===== config.mk =====
export PLATFORM = sky130hd
export DESIGN_NAME = sorted_priority_queue_flat
export DESIGN_NICKNAME = d
export VERILOG_FILES = /design/src/rtl/spq_pkg.sv /design/src/rtl/spq_if.sv /design/src/rtl/spq_cell.sv /design/src/rtl/sorted_priority_queue.sv /design/src/flat_wrapper.sv
export SDC_FILE = /design/constraint.sdc
export NUM_CORES = 1
export LEC_CHECK = 0
export ABC_AREA = 1
export BUFFER_PORTS_ARGS = -buffer_cell sky130_fd_sc_hd__buf_2
export CAP_MARGIN = 20
export CORE_MARGIN = 8
export CORE_UTILIZATION = 30
export DETAILED_ROUTE_END_ITERATION = 8
export SYNTH_ARGS = -nofsm -noshare
export SYNTH_HDL_FRONTEND = slang
export SYNTH_HIERARCHICAL = 1
export SYNTH_SLANG_ARGS = --single-unit

===== constraint.sdc =====
create_clock -name clk_i -period 4 [get_ports clk_i]
set_input_delay 0.8 -clock clk_i [delete_from_list [all_inputs] [get_ports clk_i]]
set_output_delay 0.8 -clock clk_i [all_outputs]
set_load 0.01 [all_outputs]

===== src/rtl/spq_pkg.sv =====
`timescale 1ns / 1ps
package spq_pkg;

  localparam int unsigned CAPACITY = 8;
  localparam int unsigned CNT_W    = $clog2(CAPACITY + 1);
  localparam int unsigned PRIO_W   = 8;
  localparam int unsigned ORDER_W  = 16;
  localparam int unsigned TAG_W    = 32;
  localparam int unsigned OCC_W    = 4;
  localparam int unsigned STAT_W   = 2;

  typedef enum logic {
    KIND_INSERT = 1'b0,
    KIND_REMOVE = 1'b1
  } kind_e;

  typedef enum logic [STAT_W-1:0] {
    ST_DONE  = 2'd0,
    ST_FULL  = 2'd1,
    ST_EMPTY = 2'd2
  } status_e;

  typedef struct packed {
    logic [PRIO_W-1:0]  prio;
    logic [ORDER_W-1:0] order;
    logic [TAG_W-1:0]   tag;
  } entry_t;

  typedef struct packed {
    logic ins;
    logic rem;
    logic valid;
  } cell_ctrl_t;

  // true when the held entry is served no later than the new one
  function automatic logic goes_before(entry_t held, entry_t cand);
    logic res;
    if (held.prio != cand.prio) begin
      res = held.prio > cand.prio;
    end else begin
      res = held.order <= cand.order;
    end
    return res;
  endfunction

endpackage


===== src/rtl/spq_if.sv =====
`timescale 1ns / 1ps
interface spq_req_if;
  import spq_pkg::*;
  logic               valid;
  logic               ready;
  logic               kind;
  logic [PRIO_W-1:0]  priority_req;
  logic [ORDER_W-1:0] arrival_order;
  logic [TAG_W-1:0]   payload_tag;

  modport source (output valid, kind, priority_req, arrival_order, payload_tag, input ready);
  modport sink   (input valid, kind, priority_req, arrival_order, payload_tag, output ready);
endinterface

interface spq_rsp_if;
  import spq_pkg::*;
  logic               valid;
  logic               ready;
  logic [STAT_W-1:0]  status;
  logic [PRIO_W-1:0]  out_priority;
  logic [ORDER_W-1:0] out_order;
  logic [TAG_W-1:0]   out_tag;
  logic [OCC_W-1:0]   occupancy;

  modport source (output valid, status, out_priority, out_order, out_tag, occupancy,
                  input ready);
  modport sink   (input valid, status, out_priority, out_order, out_tag, occupancy,
                  output ready);
endinterface


===== src/rtl/spq_cell.sv =====
`timescale 1ns / 1ps
module spq_cell (
  input  logic               clk_i,
  input  spq_pkg::cell_ctrl_t ctrl_i,
  input  spq_pkg::entry_t    new_i,
  input  spq_pkg::entry_t    left_i,
  input  logic               left_before_i,
  input  spq_pkg::entry_t    right_i,
  output spq_pkg::entry_t    entry_o,
  output logic               before_o
);
  import spq_pkg::*;

  entry_t entry_q, entry_d;

  assign before_o = ctrl_i.valid && goes_before(entry_q, new_i);
  assign entry_o  = entry_q;

  always_comb begin
    entry_d = entry_q;
    if (ctrl_i.ins && !before_o) begin
      entry_d = left_before_i ? new_i : left_i;
    end else if (ctrl_i.rem) begin
      entry_d = right_i;
    end
  end

  always_ff @(posedge clk_i) begin
    entry_q <= entry_d;
  end

endmodule


===== src/rtl/sorted_priority_queue.sv =====
`timescale 1ns / 1ps
// A result word is registered and appears in the cycle after its request word is accepted.
// Throughput: one insert or remove per cycle; every cell of the row updates in
// parallel, so rate is set by the single output register and its ready.
// Reset: rst_ni clears the occupancy count and the output valid; entry cells
// are not cleared and hold data only below the count.
module sorted_priority_queue (
  input  logic   clk_i,
  input  logic   rst_ni,
  spq_req_if.sink   req_i,
  spq_rsp_if.source rsp_o
);
  import spq_pkg::*;

  logic [CNT_W-1:0] count_q, count_d;
  entry_t           new_w;
  entry_t           cell_q [CAPACITY];
  logic [CAPACITY-1:0] before_w;
  logic             accept_w, is_ins, is_rem, full_w, empty_w;

  logic             rsp_valid_q;
  status_e          status_q, status_d;
  entry_t           out_q, out_d;
  logic [OCC_W-1:0] occ_q;

  assign req_i.ready = !rsp_valid_q || rsp_o.ready;
  assign accept_w    = req_i.valid && req_i.ready;
  assign full_w      = count_q == CNT_W'(CAPACITY);
  assign empty_w     = count_q == '0;
  assign is_ins      = accept_w && (kind_e'(req_i.kind) == KIND_INSERT) && !full_w;
  assign is_rem      = accept_w && (kind_e'(req_i.kind) == KIND_REMOVE) && !empty_w;

  assign new_w.prio  = req_i.priority_req;
  assign new_w.order = req_i.arrival_order;
  assign new_w.tag   = req_i.payload_tag;

  for (genvar i = 0; i < CAPACITY; i++) begin : g_cell
    cell_ctrl_t ctrl;
    entry_t     left_e, right_e;
    logic       left_b;
    assign ctrl.ins   = is_ins;
    assign ctrl.rem   = is_rem;
    assign ctrl.valid = CNT_W'(i) < count_q;
    if (i == 0) begin : g_head
      assign left_e = new_w;
      assign left_b = 1'b1;
    end else begin : g_mid
      assign left_e = cell_q[i-1];
      assign left_b = before_w[i-1];
    end
    if (i == CAPACITY - 1) begin : g_tail
      assign right_e = '0;
    end else begin : g_inner
      assign right_e = cell_q[i+1];
    end
    spq_cell u_cell (
      .clk_i         (clk_i),
      .ctrl_i        (ctrl),
      .new_i         (new_w),
      .left_i        (left_e),
      .left_before_i (left_b),
      .right_i       (right_e),
      .entry_o       (cell_q[i]),
      .before_o      (before_w[i])
    );
  end

  always_comb begin
    count_d  = count_q;
    status_d = ST_DONE;
    out_d    = '0;
    if (kind_e'(req_i.kind) == KIND_INSERT) begin
      if (full_w) begin
        status_d = ST_FULL;
      end else begin
        count_d = count_q + 1'b1;
      end
    end else begin
      if (empty_w) begin
        status_d = ST_EMPTY;
      end else begin
        count_d = count_q - 1'b1;
        out_d   = cell_q[0];
      end
    end
  end

  always_ff @(posedge clk_i or negedge rst_ni) begin
    if (!rst_ni) begin
      count_q     <= '0;
      rsp_valid_q <= 1'b0;
    end else begin
      if (accept_w) begin
        count_q     <= count_d;
        rsp_valid_q <= 1'b1;
      end else if (rsp_o.ready) begin
        rsp_valid_q <= 1'b0;
      end
    end
  end

  always_ff @(posedge clk_i) begin
    if (accept_w) begin
      status_q <= status_d;
      out_q    <= out_d;
      occ_q    <= OCC_W'(count_d);
    end
  end

  assign rsp_o.valid        = rsp_valid_q;
  assign rsp_o.status       = status_q;
  assign rsp_o.out_priority = out_q.prio;
  assign rsp_o.out_order    = out_q.order;
  assign rsp_o.out_tag      = out_q.tag;
  assign rsp_o.occupancy    = occ_q;

  a_count_bound: assert property (@(posedge clk_i) disable iff (!rst_ni)
    count_q <= CNT_W'(CAPACITY))
    else $error("occupancy above capacity");

  a_before_prefix: assert property (@(posedge clk_i) disable iff (!rst_ni)
    ((before_w >> 1) & ~before_w) == '0)
    else $error("cell order flags not a prefix");

  a_ins_count: assert property (@(posedge clk_i) disable iff (!rst_ni)
    is_ins |=> count_q == CNT_W'($past(count_q) + 1'b1))
    else $error("insert did not raise count");

  a_rem_count: assert property (@(posedge clk_i) disable iff (!rst_ni)
    is_rem |=> count_q == CNT_W'($past(count_q) - 1'b1))
    else $error("remove did not lower count");

  a_empty_zero: assert property (@(posedge clk_i) disable iff (!rst_ni)
    (rsp_valid_q && status_q == ST_EMPTY) |-> out_q == '0)
    else $error("empty remove returned data");

endmodule

===== src/flat_wrapper.sv =====
// flat-port wrapper written by rule: the top's interface ports become plain ports
module sorted_priority_queue_flat import spq_pkg::*;
  (clk_i, rst_ni, req_i_valid, req_i_kind, req_i_priority_req, req_i_arrival_order, req_i_payload_tag, req_i_ready, rsp_o_valid, rsp_o_status, rsp_o_out_priority, rsp_o_out_order, rsp_o_out_tag, rsp_o_occupancy, rsp_o_ready);
  spq_req_if req_i_i ();
  spq_rsp_if rsp_o_i ();
  input  logic clk_i;
  input  logic rst_ni;
  input wire logic [$bits(req_i_i.valid)-1:0] req_i_valid;
  input wire logic [$bits(req_i_i.kind)-1:0] req_i_kind;
  input wire logic [$bits(req_i_i.priority_req)-1:0] req_i_priority_req;
  input wire logic [$bits(req_i_i.arrival_order)-1:0] req_i_arrival_order;
  input wire logic [$bits(req_i_i.payload_tag)-1:0] req_i_payload_tag;
  output wire logic [$bits(req_i_i.ready)-1:0] req_i_ready;
  output wire logic [$bits(rsp_o_i.valid)-1:0] rsp_o_valid;
  output wire logic [$bits(rsp_o_i.status)-1:0] rsp_o_status;
  output wire logic [$bits(rsp_o_i.out_priority)-1:0] rsp_o_out_priority;
  output wire logic [$bits(rsp_o_i.out_order)-1:0] rsp_o_out_order;
  output wire logic [$bits(rsp_o_i.out_tag)-1:0] rsp_o_out_tag;
  output wire logic [$bits(rsp_o_i.occupancy)-1:0] rsp_o_occupancy;
  input wire logic [$bits(rsp_o_i.ready)-1:0] rsp_o_ready;
  assign req_i_i.valid = req_i_valid;
  assign req_i_i.kind = req_i_kind;
  assign req_i_i.priority_req = req_i_priority_req;
  assign req_i_i.arrival_order = req_i_arrival_order;
  assign req_i_i.payload_tag = req_i_payload_tag;
  assign req_i_ready = req_i_i.ready;
  assign rsp_o_valid = rsp_o_i.valid;
  assign rsp_o_status = rsp_o_i.status;
  assign rsp_o_out_priority = rsp_o_i.out_priority;
  assign rsp_o_out_order = rsp_o_i.out_order;
  assign rsp_o_out_tag = rsp_o_i.out_tag;
  assign rsp_o_occupancy = rsp_o_i.occupancy;
  assign rsp_o_i.ready = rsp_o_ready;
  sorted_priority_queue u_core (.clk_i(clk_i), .rst_ni(rst_ni), .req_i(req_i_i), .rsp_o(rsp_o_i));
endmodule

Word-level counts from Yosys, hierarchy flattened. Index checks and enable logic that the tools add are counted.

Register bits after elaboration: 515. Bits of input ports: 61. Output and inout bits: 64. Word-level logic and storage cells: 150.

Add/subtract/negate cells: 2. $lt $le $gt $ge: 24. Equality and inequality tests: 9. Multiplexer cells: 39. Bitwise logic cells: 1. Reductions and logical operators: 44.

Operators with widths (number): two-way mux 56 bit (23); less-or-equal comparator 16 bit (8); greater-than comparator 8 bit (8); inequality test 8 bit (8); logical AND 1 bit (21); nonzero test 2 bit (9); < comparator 3 x 4 -> 1 bit, first input constant (4); two-way mux 4 bit (3); logical NOT 1 bit (11); two-way mux 1 bit (11); < comparator 1 x 4 -> 1 bit, first input constant (2); < comparator 2 x 4 -> 1 bit, first input constant (2); adder 4 x 1 -> 4 bit, second input constant (1); equality test 4 bit, second input constant (1); logical NOT 4 bit (1); two-way mux 2 bit (2); subtractor 4 x 1 -> 4 bit, second input constant (1); OR reduction 2 bit (1); logical OR 1 bit (1); inverter 1 bit (1).

Logic depth before layout (Yosys ltp). Gate-level depths: netlist (run 1).

Depth after elaboration: 7. Mapped depth: 21. Mapped depth without buffers: 18.

Hierarchy. Netlist (run 1), hierarchy kept.

Modules (own cells, without submodules): spq_cell at u_core.g_cell[0].u_cell ... (instances 5, cells an instance 442, area each 3782.4 um^2, sequential area each 1681.6 um^2); spq_cell at u_core.g_cell[6].u_cell ... (instances 2, cells an instance 442, area each 3777.4 um^2, sequential area each 1681.6 um^2); spq_cell at u_core.g_cell[1].u_cell (instances 1, cells an instance 448, area each 3803.6 um^2, sequential area each 1681.6 um^2); sorted_priority_queue (instances 1, cells an instance 257, area each 2822.7 um^2, sequential area each 1986.9 um^2).

Worst setup path after synthesis (run 1). No wires, ideal clock.

Kind: input-to-reg. From: in rsp_o_ready. To: reg u_core.g_cell[0].u_cell.entry_q (netlist bit u_core/g_cell[0].u_cell/entry_o[0]) (enable). Data arrival time: 3.727 ns. Data required time: 3.585 ns. Slack: -0.142 ns. Cell stages on the path: 8. Path buffers: 2. Cell sequence: inv_1 -> nand2_1 -> nand2_1 -> nor2_1 -> nand2_2 -> buf_6 -> buf_6 -> nand2_1.

RTL lines: start: declaration (RTL line flat_wrapper.sv:20) `input wire logic [$bits(rsp_o_i.ready)-1:0] rsp_o_ready;`; end signal: assignment (RTL line spq_cell.sv:29) `entry_q <= entry_d;`; end: declaration (RTL line spq_cell.sv:14) `entry_t entry_q, entry_d;`.

==> key figures, run 1 <==
Power
  • PD cells: 611 mW/mm2
  • Static Leak: 16.9 nW
  • Total Power: 22.7 mW
  • Maximum vdd ir drop: 0.439 mV

STA
  • Minimum clock period: 3.03 ns
  • RSZ-0062 raised after global routing: no
  • Setup violators final: 0
  • TNS Setup: 0 ns
  • Clock skew: 0.0393 ns
  • FMAX: 330 MHz
  • Final worst-path cycle share: 75.7%
  • Max-slew violations: 0
  • Slew @ Worst Pin: 0.932 ns
  • Final hold violation count: 0
  • Slew margin rel.: 37.2%

Worst setup path
  • Critical-path cell list: inv_1 > ha_1 > nand3_1 > nand2_1 > nor2_4 > buf_12 > buf_12 > nand3_1 > nand2_1
  • CP endpoint kind: flip-flop
  • CP Launch Type: flip-flop
  • Crit-path max FO: 183
  • CP Data Required Time: 4.49 ns
  • Setup CP Type: reg -> reg
  • Crit-path leading delay family: buffers and inverters
  • CP peak stage delay: 0.61 ns
  • Worst path slowest cell: buf_12
  • Bufs and invs on worst path: 3
  • Arrival @ worst endpoint: 3.52 ns

Finish
  • Area grow syn2layout: 12.5%
  • Multi-input combinational cell area: 0.0153 mm2
  • Total Nets Final: 4138
  • Layout cells sized above 1: 15.0%
  • Post-route insts no fill: 5418
  • # fillers: 11300
  • Area taken by flip-flops and latches: 0.0154 mm2

GRT
  • Largest net degree at the start of global routing: 184
  • First-pass GRT wire length: 152 mm
  • Grt ovf: 0
  • Initial antenna violation count: 10
  • Vias in the first global route: 26100
  • GRT Util Overall: 15.6%

Clocking
  • CTS tree: built
  • Max H-tree Level: 2
  • Worst-Skew Late Latency: 0.66 ns
  • Worst-path clk slew: 0.06 ns
  • Max Buffers Root-to-Sink: 3
  • CTS Sinks: 515
  • Root Driver: clkbuf_16
  • # resized after CTS: 0
  • Total CTS buffers: 58

Floorplan
  • Core area: 0.110 mm2
  • Total die area: 0.121 mm2
  • Starting density of the core: 30.1%
  • Die height: 348 um
  • Rows: 122
  • DIE WIDTH: 348 um
  • Number of I/O pins: 125

Detailed routing
  • Vias/cell: 4.90
  • Vias: 26500
  • Drt first pass iters: 6
  • DR iter-0 viols: 2659
  • Drc violations: 0
  • DR WL/cell: 18.0 um
  • DRT Wirelength: 97.7 mm
  • Routed Antenna Nets: 0

Place
  • Inst Count DP: 5308
  • Detail Placement HPWL: 66.8 mm
  • Buffers on Ports: 124
  • GP Congestion: 0.856

Job
  • Max cap viols: 0

Logic synthesis
  • Mapped Area: 0.0331 mm2
  • YS warnings: 6
  • Syn avg cell area: 8.71 um2
  • Post-synthesis instance total: 3798

Status
  • Status: finished, final reports clean

Worst hold path
  • Worst min path class: in -> reg
placed cells by master, fill, tap and decap left out, types with 16 or more instances in the layout:
cell / instances
a21oi_1: 248
buf_12: 19
buf_2: 124
buf_4: 47
clkbuf_16: 59
clkinv_1: 16
conb_1: 57
edfxtp_1: 510
ha_1: 196
inv_1: 324
mux2_2: 272
nand2_1: 1146
nand2_2: 24
nand3_1: 470
nand4_1: 16
nor2_1: 301
repair_timing:
action / CTS / global route
hold endpoints to repair: 5 / 0
setup buffers: 0 / 0
hold buffers: 1 / 0
sequential cells by signal, summed over array words and instances, names as in the netlist:
name	cells
u_core/count_q	4
u_core/g_cell.u_cell/entry_o	448
u_core/rsp_o.occupancy	4
u_core/rsp_o.out_order	16
u_core/rsp_o.out_priority	8
u_core/rsp_o.out_tag	32
u_core/rsp_o.status	2
u_core/rsp_o.valid	1
metrics by stage:
| stage | worst slack (ns) | hold WS (ns) | instance area (um2) | utilization [%] |
|---|---|---|---|---|
| after CTS | 1.07 | 0.404 | 37200 | 33.8 |
| after detailed placement | 0.468 | 0.498 | 35300 | 32.0 |
| after floorplan | 0.404 | 0.487 | 33300 | - |
| after global placement | 0.482 | 0.491 | 35300 | 32.0 |
| after global routing | 0.857 | 0.451 | 37200 | 33.8 |
| final | 0.971 | 0.438 | 37200 | 33.8 |
cell type report:
cell class / instances / share of cell area [%]
repair buffers: 191 / 3.66
diodes: 4 / 0.0269
well taps: 1488 / 5.00
flip-flops and latches: 515 / 41.5
clock buffers: 71 / 4.14
clock inverters: 34 / 1.06
multi-input cells: 2776 / 41.2
inverters: 339 / 3.42
path summary, 6_finish.rpt:
check,start,to,slack (ns),cells after the start
setup / recovery,u_core/count_q[0]$_DFFE_PN0P_,u_core/g_cell[2].u_cell/entry_o[3]$_DFFE_PP_,0.97,9
hold / removal,rsp_o_ready,u_core/rsp_o.valid$_DFFE_PN0P_,0.44,4
setup reg to reg,u_core/count_q[0]$_DFFE_PN0P_,u_core/g_cell[2].u_cell/entry_o[3]$_DFFE_PP_,0.97,9
hold reg to reg,u_core/g_cell[7].u_cell/entry_o[16]$_DFFE_PP_,u_core/g_cell[6].u_cell/entry_o[16]$_DFFE_PP_,0.50,2
max in group asynchronous,rst_ni,u_core/count_q[0]$_DFFE_PN0P_,3.36,2
min in group asynchronous,rst_ni,u_core/count_q[1]$_DFFE_PN0P_,0.50,2
where the power goes:
| part | leakage (nW) | internal, mW | switching (mW) |
|---|---|---|---|
| Sequential | 4.91 | 7.75 | 0.814 |
| Combinational | 11.0 | 3.12 | 5.49 |
| Clock | 0.946 | 3.24 | 2.31 |
| Total | 16.9 | 14.1 | 8.61 |
metal layers:
metal / global-route usage, % / share of wire, % / up-vias / wire (um)
met2: 24.5 / 44 / 962 / 42800
li1: - / - / 12800 / -
met3: 2.58 / 7.8 / 166 / 7590
met4: 5.18 / 3.3 / 8 / 3200
met1: 21.7 / 45 / 12500 / 44000
met5: 0 / 0.053 / - / 52
worst reg2reg max path, cell delays in order, from the launching register on:
cell,delay (ns)
dfrtp_1,0.50
inv_1,0.16
ha_1,0.30
nand3_1,0.16
nand2_1,0.17
nor2_4,0.14
buf_12,0.29
buf_12,0.62
nand3_1,0.39
nand2_1,0.14
Note: power is estimated with default switching activity, not from simulation.
==> run 2, diff against run 1 <==
Clock period 4 ns to 2.8 ns, I/O delays scaled along.
==> run 2 against run 1 <==
Sequential power grew 41%. Via count up 3.4%. Power is 49% higher. Critical endpoint is now u_core/g_cell[7].u_cell/entry_o[9]$_DFFE_PP_.
==> key figures, run 2 (same netlist as run 1, synthesis figures left out) <==
Floorplan
  • Die height: 348 um (unchanged)
  • Number of I/O pins: 125 (unchanged)
  • Starting density of the core: 30.1% (unchanged)
  • DIE WIDTH: 348 um (unchanged)
  • Total die area: 0.121 mm2 (unchanged)
  • Core area: 0.110 mm2 (unchanged)
  • Rows: 122 (unchanged)

GRT
  • GRT Util Overall: 15.9% (+0.32 points)
  • Grt ovf: 0 (unchanged)
  • Initial antenna violation count: 12 (+2)
  • Vias in the first global route: 27000 (+3.3%)
  • First-pass GRT wire length: 156 mm (+2.4%)
  • Largest net degree at the start of global routing: 79 (-57%)

Worst setup path
  • CP Data Required Time: 3.17 ns (-1.32 ns)
  • Crit-path max FO: 27 (-85%)
  • Worst R2R Start: u_core/g_cell[6].u_cell/entry_o[47]$_DFFE_PP_
  • CP Launch Type: flip-flop
  • Worst path slowest cell: edfxtp_1
  • CP most frequent cell: nand2_1
  • Arrival @ worst endpoint: 3.12 ns (-0.40 ns)
  • CP peak stage delay: 0.44 ns (-0.17 ns)
  • Setup crit start: u_core/g_cell[6].u_cell/entry_o[47]$_DFFE_PP_
  • Critical-path cell list: ha_1 > a21oi_1 > o21ai_0 > a21oi_1 > nand2_1 > nand2_1 > nand2_2 > inv_2 > buf_12 > mux2_2 > nand3_1 > nand2_1
  • Setup CP Type: reg -> reg
  • CP endpoint kind: flip-flop

STA
  • Final worst-path cycle share: 98.0% (+22 points)
  • Fin Hold WS: 0.211 ns (-0.226 ns)
  • Minimum clock period: 2.74 ns (-0.284 ns)
  • Final hold violation count: 0 (unchanged)
  • RSZ-0062 raised after global routing: yes
  • Slew @ Worst Pin: 0.749 ns (-0.183 ns)
  • Slew margin rel.: 50.1% (+13 points)
  • Setup WS post-layout: 0.0557 ns (-0.916 ns)
  • Setup violators final: 0 (unchanged)
  • Max-slew violations: 0 (unchanged)
  • FMAX: 364 MHz (+10%)
  • TNS Setup: 0 ns (unchanged)
  • Clock skew: 0.0360 ns (-0.00335 ns)

Finish
  • Design Area, Final: 0.0398 mm2 (+7.0%)
  • Commonest non-fill, non-tap cells in the layout: 1146 x nand2_1, 510 x edfxtp_1, 470 x nand3_1
  • Commonest non-fill, non-tap cell in the layout: nand2_1
  • Final core utilization: 36.2% (+2.4 points)
  • # fillers: 11100 (-1.8%)
  • Max reg flops: 448 (unchanged)
  • Multi-input combinational cell area: 0.0154 mm2 (+0.53%)
  • Layout cells sized above 1: 20.2% (+5.2 points)
  • Area taken by flip-flops and latches: 0.0154 mm2 (unchanged)
  • Area grow syn2layout: 20.3%
  • Post-route insts no fill: 5669 (+4.6%)
  • Total Nets Final: 4383 (+5.9%)

Detailed routing
  • DR iter-0 viols: 2555 (-3.9%)
  • Drt first pass iters: 6 (unchanged)
  • Vias/cell: 4.84 (-1.1%)
  • Routed Antenna Nets: 0 (unchanged)
  • DRT Wirelength: 101 mm (+3.4%)
  • DR WL/cell: 17.8 um (-1.2%)
  • Drc violations: 0 (unchanged)
  • Vias: 27400 (+3.4%)

Worst hold path
  • Worst min path class: in -> reg
  • Hold_sp: rsp_o_ready

Power
  • Register share of total power: 35.8% (-1.9 points)
  • Clock power share: 23.0% (-1.4 points)
  • Combinational share of power: 41.3% (+3.4 points)
  • Switch Pwr: 12.7 mW (+47%)
  • PD cells: 853 mW/mm2 (+40%)
  • Maximum vdd ir drop: 0.497 mV (+13%)
  • Static Leak: 18.3 nW (+8.4%)
  • Sw frac: 37.3% (-0.60 points)
  • Internal: 21.3 mW (+51%)
  • Total Power: 33.9 mW (+49%)

Status
  • Status: finished, final reports clean

Clocking
  • CTS Sinks: 515 (unchanged)
  • Worst-Skew Late Latency: 0.65 ns (about the same)
  • Total CTS buffers: 57 (-1.7%)
  • Worst-path clk slew: 0.06 ns (about the same)
  • CTS tree: built
  • Max H-tree Level: 2 (unchanged)
  • Root Driver: clkbuf_16
  • Max Buffers Root-to-Sink: 3 (unchanged)

Job
  • Max cap viols: 0 (unchanged)

Place
  • Inst Count DP: 5541 (+4.4%)
  • Buffers on Ports: 124 (unchanged)
  • Place WS: -0.545 ns (-1.01 ns)
  • Detail Placement HPWL: 72.4 mm (+8.3%)
  • Post-DP Area: 0.0376 mm2 (+6.7%)
  • GP Congestion: 0.854 (-0.25%)
==> run 2: changes by cell type in the layout (fill, tap and decap cells not counted), sizes merged <==
cell / before / now
buf: 190 / 431
clkbuf: 71 / 79
diode: 4 / 7
clkinv: 30 / 32
clkinvlp: 2 / 0
bufinv: 8 / 7
==> run 2: metal layers <==
metal / part of all wire [%] / track usage [%] / routed length, um / vias up
li1: - / - / - / 13300
met1: 45 / 21.8 / 45000 / 13000
met2: 44 / 24.9 / 44700 / 939
met3: 7.6 / 3.02 / 7690 / 161
met4: 3.6 / 5.68 / 3610 / 10
met5: 0.066 / 0 / 67 / -
==> run 2: worst max-delay path: cells and delay by family (launching register included) <==
family	cells	cell delay (ns)
AO/OA/AOI/OAI	3	0.61
flip-flops	1	0.44
adder cells (fa/ha/maj)	1	0.32
AND/OR/NAND/NOR	5	0.40
buffers and inverters	2	0.29
multiplexers	1	0.37
==> run 2: power groups by stage <==
stage	logic [mW]	clock network (mW)	registers (mW)
floorplan	8.97	0	11.9
global placement	13.3	0	12.3
detailed placement	13.4	0	12.3
CTS	13.5	7.97	12.1
global route	15.4	8.25	12.3
finish	14.0	7.79	12.1
==> run 2: path summary, 6_finish.rpt <==
path,slack [ns],cells after the start,to
worst max-delay path,0.06,12,u_core/g_cell[7].u_cell/entry_o[9]$_DFFE_PP_
worst min-delay path,0.21,4,u_core/rsp_o.valid$_DFFE_PN0P_
worst max register to register,0.06,12,u_core/g_cell[7].u_cell/entry_o[9]$_DFFE_PP_
worst min register to register,0.49,2,u_core/g_cell[6].u_cell/entry_o[21]$_DFFE_PP_
max in group asynchronous,2.38,2,u_core/count_q[2]$_DFFE_PN0P_
min in group asynchronous,0.28,2,u_core/count_q[1]$_DFFE_PN0P_
==> run 2: final cells by class <==
class	count	share of cell area, %
well taps	1488	4.68
repair buffers	437	9.79
clock inverters	33	0.843
inverters	339	3.23
multi-input cells	2776	38.7
diodes	7	0.0440
flip-flops and latches	515	38.8
clock buffers	74	3.90
==> run 2: what timing repair did <==
item	4_1_cts	5_1_grt
setup endpoints to repair	88	201
hold endpoints to repair	5	0
hold buffers	1	0
resized for setup	1	20
gates cloned	0	5
buffers inserted	0	8
pin swaps	0	7
